**src/design/sabs_pkg.sv**
```systemverilog
// shared constants, codes and structs of the sentence-aligned block splitter
package sabs_pkg;

  localparam int MAX_BLOCKS = 256;
  localparam int ROW_BITS   = 32;
  localparam int WORD_BITS  = 32;
  localparam int CNT_BITS   = 9;
  localparam int IDX_BITS   = 8;
  localparam int SUM_BITS   = CNT_BITS + 2;
  localparam int DIV_BITS   = ROW_BITS + CNT_BITS;
  localparam int STEP_BITS  = $clog2(DIV_BITS + 1);
  localparam int CFG_BITS   = 32;
  localparam int REG_BITS   = 2;

  // register indexes
  localparam logic [REG_BITS-1:0] REG_BLOCK_COUNT = 2'd0;
  localparam logic [REG_BITS-1:0] REG_TOTAL_ROWS  = 2'd1;
  localparam logic [REG_BITS-1:0] REG_SEPARATOR   = 2'd2;

  // error codes
  localparam logic [1:0] ERR_NONE  = 2'd0;
  localparam logic [1:0] ERR_AVG   = 2'd1;
  localparam logic [1:0] ERR_FEW   = 2'd2;
  localparam logic [1:0] ERR_SPLIT = 2'd3;

  typedef struct packed {
    logic [IDX_BITS-1:0] idx;
    logic [ROW_BITS-1:0] start;
    logic [ROW_BITS-1:0] len;
    logic [1:0]          err;
    logic                fin;
  } res_t;

  typedef struct packed {
    logic latch_row;
    logic div_first;
    logic div_next;
    logic load_target_first;
    logic load_target;
    logic cut_step;
    logic final_step;
    logic load_err;
    logic clear_held;
    logic pop;
  } dp_cmd_t;

  typedef struct packed {
    logic       held_valid;
    logic       finished;
    logic       err_avg;
    logic       past_end;
    logic       row_zero;
    logic       div_done;
    logic [1:0] fin_cnt;
    logic       fin_need_div;
  } dp_stat_t;

endpackage

```
**src/design/sabs_div.sv**
```systemverilog
// restoring divider, one quotient bit per cycle
module sabs_div import sabs_pkg::*; (
  input  logic                clk,
  input  logic                rst,
  input  logic                start,
  input  logic [DIV_BITS-1:0] dividend,
  input  logic [CNT_BITS-1:0] divisor,
  output logic                busy,
  output logic                done,
  output logic [ROW_BITS-1:0] quotient
);

  logic [CNT_BITS-1:0]  acc;
  logic [DIV_BITS-1:0]  quo;
  logic [CNT_BITS-1:0]  dsr;
  logic [STEP_BITS-1:0] steps;
  logic [CNT_BITS:0]    trial;
  logic                 ge;

  assign trial = {acc, quo[DIV_BITS-1]};
  assign ge    = trial >= {1'b0, dsr};

  always_ff @(posedge clk) begin
    if (rst) begin
      busy  <= 1'b0;
      done  <= 1'b0;
      steps <= '0;
    end else begin
      done <= 1'b0;
      if (start) begin
        busy  <= 1'b1;
        steps <= STEP_BITS'(DIV_BITS);
      end else if (busy) begin
        steps <= steps - 1'b1;
        if (steps == STEP_BITS'(1)) begin
          busy <= 1'b0;
          done <= 1'b1;
        end
      end
    end
  end

  always_ff @(posedge clk) begin
    if (start) begin
      acc <= '0;
      quo <= dividend;
      dsr <= divisor;
    end else if (busy) begin
      acc <= ge ? CNT_BITS'(trial - {1'b0, dsr}) : trial[CNT_BITS-1:0];
      quo <= {quo[DIV_BITS-2:0], ge};
    end
  end

  assign quotient = quo[ROW_BITS-1:0];

  start_when_idle: assert property (@(posedge clk) disable iff (rst) start |-> !busy)
    else $error("divider started while busy");
  done_after_busy: assert property (@(posedge clk) disable iff (rst) done |-> !busy)
    else $error("divider done while still busy");

endmodule

```
**src/design/sabs_dp.sv**
```systemverilog
// datapath: config, split state, cut and closing logic, result slots, divider
module sabs_dp import sabs_pkg::*; (
  input  logic                 clk,
  input  logic                 rst,
  input  logic                 cfg_we,
  input  logic [REG_BITS-1:0]  cfg_index,
  input  logic [CFG_BITS-1:0]  cfg_data,
  input  logic [WORD_BITS-1:0] row_value,
  input  dp_cmd_t              cmd,
  output dp_stat_t             stat,
  output logic [IDX_BITS-1:0]  block_index,
  output logic [ROW_BITS-1:0]  block_start,
  output logic [ROW_BITS-1:0]  block_length,
  output logic [1:0]           error_code,
  output logic                 final_block
);

  // config
  logic [CNT_BITS-1:0]  block_count;
  logic [ROW_BITS-1:0]  total_rows;
  logic [WORD_BITS-1:0] separator_value;

  // split state
  logic [WORD_BITS-1:0] row_word;
  logic [ROW_BITS-1:0]  row_index;
  logic [CNT_BITS-1:0]  blocks_done;
  logic [ROW_BITS-1:0]  target_row;
  logic [ROW_BITS-1:0]  cur_start;
  logic [ROW_BITS-1:0]  sent_start;
  logic                 finished;
  logic                 held_valid;
  logic                 cut_flag;
  res_t                 res_cut;
  res_t                 res0, res1, res2;

  logic [CNT_BITS-1:0]  n_eff;
  logic [SUM_BITS-1:0]  n_x, bd_x;
  logic [ROW_BITS:0]    two_n;
  logic [ROW_BITS-1:0]  i_plus;
  logic                 sep_hit, at_target, near_end, take_after;
  logic [ROW_BITS-1:0]  cut;
  logic                 is_last, f_one, f_split;
  res_t                 r_a, r_b;
  logic [1:0]           nf;
  logic [CNT_BITS-1:0]  bd_inc;
  logic                 use_rest;
  logic [DIV_BITS-1:0]  div_dividend;
  logic [CNT_BITS-1:0]  div_divisor;
  logic                 div_busy, div_done;
  logic [ROW_BITS-1:0]  div_quo;

  always_comb begin
    n_eff = block_count;
    if (block_count == '0) n_eff = CNT_BITS'(1);
    if (block_count > CNT_BITS'(MAX_BLOCKS)) n_eff = CNT_BITS'(MAX_BLOCKS);
  end

  assign n_x    = SUM_BITS'(n_eff);
  assign bd_x   = SUM_BITS'(blocks_done);
  assign two_n  = (ROW_BITS + 1)'(n_eff) << 1;
  assign i_plus = row_index + 1'b1;
  assign bd_inc = blocks_done + 1'b1;

  // cut step
  assign sep_hit    = (bd_x + 1'b1 < n_x) && (row_word == separator_value);
  assign at_target  = row_index >= target_row;
  assign near_end   = (sent_start < target_row) &&
                      ((row_index - target_row) < (target_row - sent_start));
  assign take_after = near_end || (sent_start < cur_start);
  assign cut        = take_after ? i_plus : sent_start;

  // closing step at the last row
  assign is_last = ((ROW_BITS + 1)'(row_index) + 1'b1) == (ROW_BITS + 1)'(total_rows);
  assign f_one   = (bd_x + 1'b1) == n_x;
  assign f_split = (bd_x + 2'd2 == n_x) && !(sent_start < cur_start);

  always_comb begin
    r_a = '{idx: blocks_done[IDX_BITS-1:0], start: '0, len: '0, err: ERR_NONE, fin: 1'b0};
    r_b = '{idx: bd_inc[IDX_BITS-1:0], start: sent_start,
            len: total_rows - sent_start, err: ERR_NONE, fin: 1'b1};
    nf  = 2'd0;
    if (is_last) begin
      if (f_one) begin
        r_a.start = cur_start;
        r_a.len   = total_rows - cur_start;
        r_a.fin   = 1'b1;
        nf        = 2'd1;
      end else if (bd_x + 1'b1 < n_x) begin
        nf = 2'd1;
        if (bd_x + 2'd2 < n_x) begin
          r_a.err = ERR_FEW;
        end else if (sent_start < cur_start) begin
          r_a.err = ERR_SPLIT;
        end else begin
          r_a.start = cur_start;
          r_a.len   = sent_start - cur_start;
          nf        = 2'd2;
        end
      end
    end
  end

  // next target: total over block count at row 0, rest over remaining blocks near the end, else scaled share
  assign use_rest = bd_x + 2'd3 > n_x;
  always_comb begin
    if (cmd.div_first) begin
      div_dividend = DIV_BITS'(total_rows);
      div_divisor  = n_eff;
    end else if (use_rest) begin
      div_dividend = DIV_BITS'(total_rows - cur_start);
      div_divisor  = n_eff - blocks_done;
    end else begin
      div_dividend = DIV_BITS'(total_rows) * DIV_BITS'(bd_inc);
      div_divisor  = n_eff;
    end
  end

  sabs_div u_div (
    .clk      (clk),
    .rst      (rst),
    .start    (cmd.div_first || cmd.div_next),
    .dividend (div_dividend),
    .divisor  (div_divisor),
    .busy     (div_busy),
    .done     (div_done),
    .quotient (div_quo)
  );

  always_ff @(posedge clk) begin
    if (rst) begin
      block_count     <= CNT_BITS'(1);
      total_rows      <= '0;
      separator_value <= '0;
    end else if (cfg_we) begin
      case (cfg_index)
        REG_BLOCK_COUNT: block_count     <= cfg_data[CNT_BITS-1:0];
        REG_TOTAL_ROWS:  total_rows      <= cfg_data[ROW_BITS-1:0];
        REG_SEPARATOR:   separator_value <= cfg_data[WORD_BITS-1:0];
        default: ;
      endcase
    end
  end

  always_ff @(posedge clk) begin
    if (rst) begin
      row_index   <= '0;
      blocks_done <= '0;
      target_row  <= '0;
      cur_start   <= '0;
      sent_start  <= '0;
      finished    <= 1'b0;
      held_valid  <= 1'b0;
      cut_flag    <= 1'b0;
    end else begin
      if (cmd.clear_held) held_valid <= 1'b0;
      if (cmd.load_err) finished <= 1'b1;
      if (cmd.load_target) target_row <= div_quo;
      if (cmd.load_target_first) begin
        target_row  <= div_quo;
        blocks_done <= '0;
        cur_start   <= '0;
        sent_start  <= '0;
      end
      if (cmd.cut_step) begin
        cut_flag <= 1'b0;
        if (sep_hit && at_target) begin
          cut_flag    <= 1'b1;
          blocks_done <= bd_inc;
          cur_start   <= cut;
          if (!take_after) sent_start <= i_plus;
        end else if (sep_hit) begin
          sent_start <= i_plus;
        end
      end
      if (cmd.final_step) begin
        row_index <= i_plus;
        if (is_last) begin
          finished <= 1'b1;
          if (f_one) begin
            blocks_done <= bd_inc;
          end else if (f_split) begin
            blocks_done <= blocks_done + 2'd2;
            cur_start   <= sent_start;
          end
        end
        held_valid <= cut_flag && (nf == 2'd2);
      end
    end
  end

  always_ff @(posedge clk) begin
    if (cmd.latch_row) row_word <= row_value;
    if (cmd.cut_step) begin
      res_cut <= '{idx: blocks_done[IDX_BITS-1:0], start: cur_start,
                   len: cut - cur_start, err: ERR_NONE, fin: 1'b0};
    end
    if (cmd.load_err) begin
      res0 <= '{idx: blocks_done[IDX_BITS-1:0], start: '0, len: '0,
                err: ERR_AVG, fin: 1'b0};
    end else if (cmd.final_step) begin
      res0 <= cut_flag ? res_cut : r_a;
      res1 <= cut_flag ? r_a : r_b;
      res2 <= r_b;
    end else if (cmd.pop) begin
      res0 <= res1;
      res1 <= res2;
    end
  end

  always_comb begin
    stat.held_valid   = held_valid;
    stat.finished     = finished;
    stat.err_avg      = (n_eff > CNT_BITS'(1)) && ((ROW_BITS + 1)'(total_rows) < two_n);
    stat.past_end     = row_index >= total_rows;
    stat.row_zero     = row_index == '0;
    stat.div_done     = div_done;
    stat.fin_cnt      = 2'(cut_flag) + nf;
    stat.fin_need_div = cut_flag && !is_last;
  end

  assign block_index  = res0.idx;
  assign block_start  = res0.start;
  assign block_length = res0.len;
  assign error_code   = res0.err;
  assign final_block  = res0.fin;

  held_only_when_finished: assert property (@(posedge clk) disable iff (rst)
    held_valid |-> finished)
    else $error("held word without a finished split");
  no_step_while_dividing: assert property (@(posedge clk) disable iff (rst)
    div_busy |-> !(cmd.cut_step || cmd.final_step))
    else $error("split state stepped while target is being divided");

endmodule

```
**src/design/sabs_ctrl.sv**
```systemverilog
// controller state machine sequencing accept, cut, close, output and divide
module sabs_ctrl import sabs_pkg::*; (
  input  logic     clk,
  input  logic     rst,
  input  logic     row_valid,
  output logic     row_ready,
  output logic     result_valid,
  input  logic     result_ready,
  output logic     last_result,
  input  dp_stat_t stat,
  output dp_cmd_t  cmd
);

  typedef enum logic [7:0] {
    S_IDLE   = 8'b0000_0001,
    S_PREP   = 8'b0000_0010,
    S_DWAIT0 = 8'b0000_0100,
    S_CUT    = 8'b0000_1000,
    S_FINAL  = 8'b0001_0000,
    S_OUT    = 8'b0010_0000,
    S_DSTART = 8'b0100_0000,
    S_DWAIT  = 8'b1000_0000
  } state_t;

  state_t     state, state_next;
  logic [1:0] rem, rem_next;
  logic       div_pend, div_pend_next;

  assign row_ready    = state == S_IDLE;
  assign result_valid = state == S_OUT;
  assign last_result  = rem == 2'd1;

  always_comb begin
    state_next    = state;
    rem_next      = rem;
    div_pend_next = div_pend;
    cmd           = '0;
    cmd.latch_row = row_valid && row_ready;
    cmd.pop       = result_valid && result_ready;
    case (state)
      S_IDLE: begin
        if (row_valid) state_next = S_PREP;
      end
      S_PREP: begin
        div_pend_next = 1'b0;
        if (stat.held_valid) begin
          cmd.clear_held = 1'b1;
          rem_next       = 2'd1;
          state_next     = S_OUT;
        end else if (stat.finished) begin
          state_next = S_IDLE;
        end else if (stat.err_avg) begin
          cmd.load_err = 1'b1;
          rem_next     = 2'd1;
          state_next   = S_OUT;
        end else if (stat.past_end) begin
          state_next = S_IDLE;
        end else if (stat.row_zero) begin
          cmd.div_first = 1'b1;
          state_next    = S_DWAIT0;
        end else begin
          state_next = S_CUT;
        end
      end
      S_DWAIT0: begin
        if (stat.div_done) begin
          cmd.load_target_first = 1'b1;
          state_next            = S_CUT;
        end
      end
      S_CUT: begin
        cmd.cut_step = 1'b1;
        state_next   = S_FINAL;
      end
      S_FINAL: begin
        cmd.final_step = 1'b1;
        div_pend_next  = stat.fin_need_div;
        rem_next       = (stat.fin_cnt > 2'd2) ? 2'd2 : stat.fin_cnt;
        if (stat.fin_cnt != 2'd0) state_next = S_OUT;
        else if (stat.fin_need_div) state_next = S_DSTART;
        else state_next = S_IDLE;
      end
      S_OUT: begin
        if (result_ready) begin
          rem_next = rem - 1'b1;
          if (rem == 2'd1) state_next = div_pend ? S_DSTART : S_IDLE;
        end
      end
      S_DSTART: begin
        cmd.div_next = 1'b1;
        state_next   = S_DWAIT;
      end
      S_DWAIT: begin
        if (stat.div_done) begin
          cmd.load_target = 1'b1;
          state_next      = S_IDLE;
        end
      end
      default: state_next = S_IDLE;
    endcase
  end

  always_ff @(posedge clk) begin
    if (rst) begin
      state    <= S_IDLE;
      rem      <= '0;
      div_pend <= 1'b0;
    end else begin
      state    <= state_next;
      rem      <= rem_next;
      div_pend <= div_pend_next;
    end
  end

  out_has_words: assert property (@(posedge clk) disable iff (rst)
    (state == S_OUT) |-> (rem != 2'd0))
    else $error("output state with no word left to send");
  out_leads_on: assert property (@(posedge clk) disable iff (rst)
    (state == S_OUT && result_ready && rem == 2'd1) |=>
      (state == S_IDLE || state == S_DSTART))
    else $error("last word sent but controller did not move on");

endmodule

```
**src/design/sentence_aligned_block_splitter.sv**
```systemverilog
// top level of the sentence-aligned block splitter
// a row goes from accept through the prep, cut and close states, then the output state
//   (held until result_ready) for each result word, back to idle; each result word sits
//   in an output register; row 0 and every cut before the last row also run the iterative
//   target divider (one quotient bit per cycle over a 41-bit dividend), with a handoff
//   through S_DWAIT0 at row 0 and through S_DSTART and S_DWAIT after a cut
// one row at a time: a new row is accepted only in the idle state
// reset (rst, synchronous): block_count = 1, other config and split positions, counts, flags 0
module sentence_aligned_block_splitter import sabs_pkg::*; (
  input  logic                 clk,
  input  logic                 rst,
  // config write port
  input  logic                 cfg_we,
  input  logic [REG_BITS-1:0]  cfg_index,
  input  logic [CFG_BITS-1:0]  cfg_data,
  // row input channel
  input  logic                 row_valid,
  output logic                 row_ready,
  input  logic [WORD_BITS-1:0] row_value,
  // block result channel
  output logic                 result_valid,
  input  logic                 result_ready,
  output logic [IDX_BITS-1:0]  block_index,
  output logic [ROW_BITS-1:0]  block_start,
  output logic [ROW_BITS-1:0]  block_length,
  output logic [1:0]           error_code,
  output logic                 final_block,
  output logic                 last_result
);

  // command and status between the controller and the datapath
  dp_cmd_t  cmd;
  dp_stat_t stat;

  // controller: handshakes, sequencing of each row, output word count
  sabs_ctrl u_ctrl (
    .clk          (clk),
    .rst          (rst),
    .row_valid    (row_valid),
    .row_ready    (row_ready),
    .result_valid (result_valid),
    .result_ready (result_ready),
    .last_result  (last_result),
    .stat         (stat),
    .cmd          (cmd)
  );

  // datapath: config registers, split state, result slots, target divider
  sabs_dp u_dp (
    .clk          (clk),
    .rst          (rst),
    .cfg_we       (cfg_we),
    .cfg_index    (cfg_index),
    .cfg_data     (cfg_data),
    .row_value    (row_value),
    .cmd          (cmd),
    .stat         (stat),
    .block_index  (block_index),
    .block_start  (block_start),
    .block_length (block_length),
    .error_code   (error_code),
    .final_block  (final_block)
  );

endmodule

```
**config.mk**
```make
export PLATFORM = sky130hd
export DESIGN_NAME = sentence_aligned_block_splitter
export DESIGN_NICKNAME = d
export VERILOG_FILES = /design/src/design/sabs_pkg.sv /design/src/design/sabs_div.sv /design/src/design/sabs_dp.sv /design/src/design/sabs_ctrl.sv /design/src/design/sentence_aligned_block_splitter.sv
export SDC_FILE = /design/constraint.sdc
export NUM_CORES = 2
export LEC_CHECK = 0
export ABC_AREA = 0
export BUFFER_PORTS_ARGS = -buffer_cell sky130_fd_sc_hd__buf_2
export CORE_MARGIN = 2
export CORE_UTILIZATION = 50
export DETAILED_ROUTE_END_ITERATION = 10
export PLACE_DENSITY = 0.67
export SYNTH_ARGS = -nofsm -noshare
export SYNTH_HDL_FRONTEND = slang
export SYNTH_HIERARCHICAL = 1
export SYNTH_SLANG_ARGS = --single-unit
```
**constraint.sdc**
```tcl
create_clock -name clk -period 13.9 [get_ports clk]
set_input_delay 2.78 -clock clk [delete_from_list [all_inputs] [get_ports clk]]
set_output_delay 2.78 -clock clk [all_outputs]
set_load 0.005 [all_outputs]
```
==> metrics.txt <==
commonest non-fill, non-tap cell in the layout=nand2_1; core area=98,700 um2; drt wl/cell=26.2 um; Post-Synthesis Cells=5,658; Synth top area share=18.6%; die height=320 um; Worst Tran Pin Value=1300 ps; cell taking the most area after synthesis=edfxtp_1; drt total wl=182,000 um; Synth warnings=6; Net Sw Frac=29.0%; cell area after synthesis=49,900 um2; status=completed; count of cell types in the netlist=113; Site Rows=115; total congestion overflow=0; critical path capture point type=flop; 1st-iter DRT viols=4,596; initial core utilization=50.6%; pwr/cell area=87.9 nW/um2; CP Class=reg2reg; Clock Pin Slew Worst Setup and Hold Paths=60 ps; RePlAce Congestion=1.02; largest net degree at the start of global routing=105; number of flops mapped to enable cells by yosys=309; total power=4.73 mW; Max Fanout on Critical Path=14; Main synth FF type=edfxtp_1; syn_area_per_cell=8.82 um2; sequential-to-total area share from yosys stat=30.9%; DP Worst Slack=4230 ps; vias in the first global route=41,749; skew final=33.2 ps; CTS Sinks=617; Final Hold Violating Endpoints=0; setup violators final=0; Post-CTS Resized=0; post-route setup slack=4000 ps; Final ANT Viol Nets=0; crit path launch type=flop; Gate power share=16.7%; Clock Latency Late Sink=670 ps; Clock power frac=40.1%; post-cts hold buffer count=0; RSZ-0062 raised after global routing=false; slowest stage delay, CP=710 ps; CTS buffer count=73; initial antenna violation count=10; # DRC=0; most frequent cells in the layout=nand2_1, nor2_1, a21oi_1, inv_1, ha_1; share of layout cells above drive strength 1=9.41%; clk buf depth=3; Max Cap Viol=0; Worst Path Required=14,300 ps; Area Growth Syn to Fin=7.88%; CTS root buf=clkbuf_16; post-DP HPWL=138,000 um; Initial DRT Pass Iterations=6; Most common cell on crit path=o21ai_0; global-route usage over all layers=35.1%; DIE WIDTH=320 um; H-tree levels=3; Via-to-Cell Ratio=6.24; Psw=1.37 mW; Slew Viols, Final=0; P_leak=22.7 nW; sequential share of power=43.2%; CTS tree=built; cell-internal power=3.36 mW; Worst VDD drop=0.110 mV; IO Pins=149; Slew HR=12.0%; top cells by area in the synthesized netlist=edfxtp_1, dfxtp_1, ha_1, fa_1, nand2_1; setup TNS=0 ps; Fmax=0.101 GHz; first-pass GRT wire length=268,000 um; final net count=6,281; CP max-delay cell=a2111oi_0; Via Count=43,450; fin crit period=9900 ps; Arrival @ worst endpoint=10,300 ps; Port Buffers=148; Post-CTS Setup Repair Bufs=0; period utilisation layout=71.2%; die area=102,000 um2; Hold Path Class=reg2reg; syn_nets=6,323; Synth Register Bits=617; Async S/R FF share, synth=0%
==> state kept, by name, summed over array words and instances, names as in the netlist, 32 cells and up <==
register              flops
u_dp/sent_start          32
u_dp/total_rows          32
u_dp/u_div/quo           41
u_dp/target_row          32
u_dp/separator_value     32
u_dp/block_length        32
u_dp/res_cut             72
u_dp/row_index           32
u_dp/block_start         32
u_dp/row_word            32
u_dp/res1                75
u_dp/res2                72
u_dp/cur_start           32
==> layout make-up <==
| type | count | area [um2] |
|---|---|---|
| diodes | 2 | 5.00 |
| clock buffers | 101 | 2010 |
| clock inverters | 32 | 308 |
| fillers | 9135 | 44800 |
| inverters | 396 | 1490 |
| multi-input cells | 4302 | 31700 |
| flip-flops and latches | 617 | 15400 |
| well taps | 1287 | 1610 |
| repair buffers | 226 | 1340 |
==> power groups by stage <==
stage | sequential [mW] | clock, mW | combinational, mW
finish | 2.05 | 1.90 | 0.789
global route | 2.05 | 1.99 | 0.847
CTS | 2.04 | 1.93 | 0.767
detailed placement | 2.08 | 0 | 0.763
global placement | 2.08 | 0 | 0.757
floorplan | 2.06 | 0 | 0.512
==> per-layer routing <==
metal | wire length (um) | track usage (%) | vias to the layer above
li1 | - | - | 19856
met1 | 73100 | 45.5 | 21006
met2 | 80100 | 54.7 | 2120
met3 | 17300 | 7.38 | 468
met4 | 11900 | 19.5 | 0
met5 | 0 | 0 | -
==> metrics by stage <==
stage	utilization [%]	cells	hold WS, ps	instance area [um2]
2_1_floorplan	-	5658	406	49900
4_1_cts	54.6	6961	465	53900
3_3_place_gp	52.2	6828	444	51500
5_1_grt	54.6	6961	488	53900
3_5_place_dp	52.2	6828	457	51500
6_report	54.6	6963	463	53900
==> critical path, delay by kind of cell (launching register included) <==
family,cells,cell delay [ps]
buffers and inverters,2,160
DFF,1,560
AOI/OAI and AO/OA,17,5720
adders and majority gates,4,1190
xor gates and xnor gates,2,260
muxes,1,220
and+or+nand+nor,7,1460
==> Yosys cell counts (11+ instances only) <==
cell type  instances
a211oi_1         102
edfxtp_1         309
xor2_1           136
nor2b_1           46
nor4_1            32
a22oi_1           27
nor2_1           503
clkbuf_1         253
nand3_1           97
a22o_1            14
nand4_1           56
o31ai_1           11
o21bai_1          35
a31oi_1           92
o21ai_0          273
inv_1            387
dfxtp_1          308
and2_1            47
or3_1             34
o22ai_1           13
o32ai_1           20
buf_2             35
and3_1            35
or2_2             15
o21a_1            56
fa_1             219
o211ai_1          31
nor3_1           108
nand2b_1          59
a221o_1           12
ha_1             375
xnor2_1          215
mux2i_1           96
buf_4             38
nand2_1          648
a21oi_1          392
a21o_1           160
buf_1             14
mux2_2           105
a221oi_1          12
a2111oi_0         12
==> cell families (layout without fill, tap and decap cells) <==
kind of cell	Yosys count	in the layout	synth area share [%]
AOI/OAI and AO/OA	1394	1394	18.1
xor gates and xnor gates	352	352	6.20
adders and majority gates	594	594	18.2
buffers and inverters	739	755	5.97
DFF	617	617	30.9
muxes	201	201	4.29
other	0	2	0
and+or+nand+nor	1761	1761	16.3
==> worst paths after layout <==
path / startpoint / depth (start not counted) / slack (ps) / endpoint
max: u_dp/row_index[1] / 33 / 4000 / u_dp/res_cut[31]
min: u_dp/total_rows[28] / 2 / 460 / u_dp/total_rows[28]
max reg2reg: u_dp/row_index[1] / 33 / 4000 / u_dp/res_cut[31]
min reg2reg: u_dp/total_rows[28] / 2 / 460 / u_dp/total_rows[28]
Power figures use the tool's default switching activity.
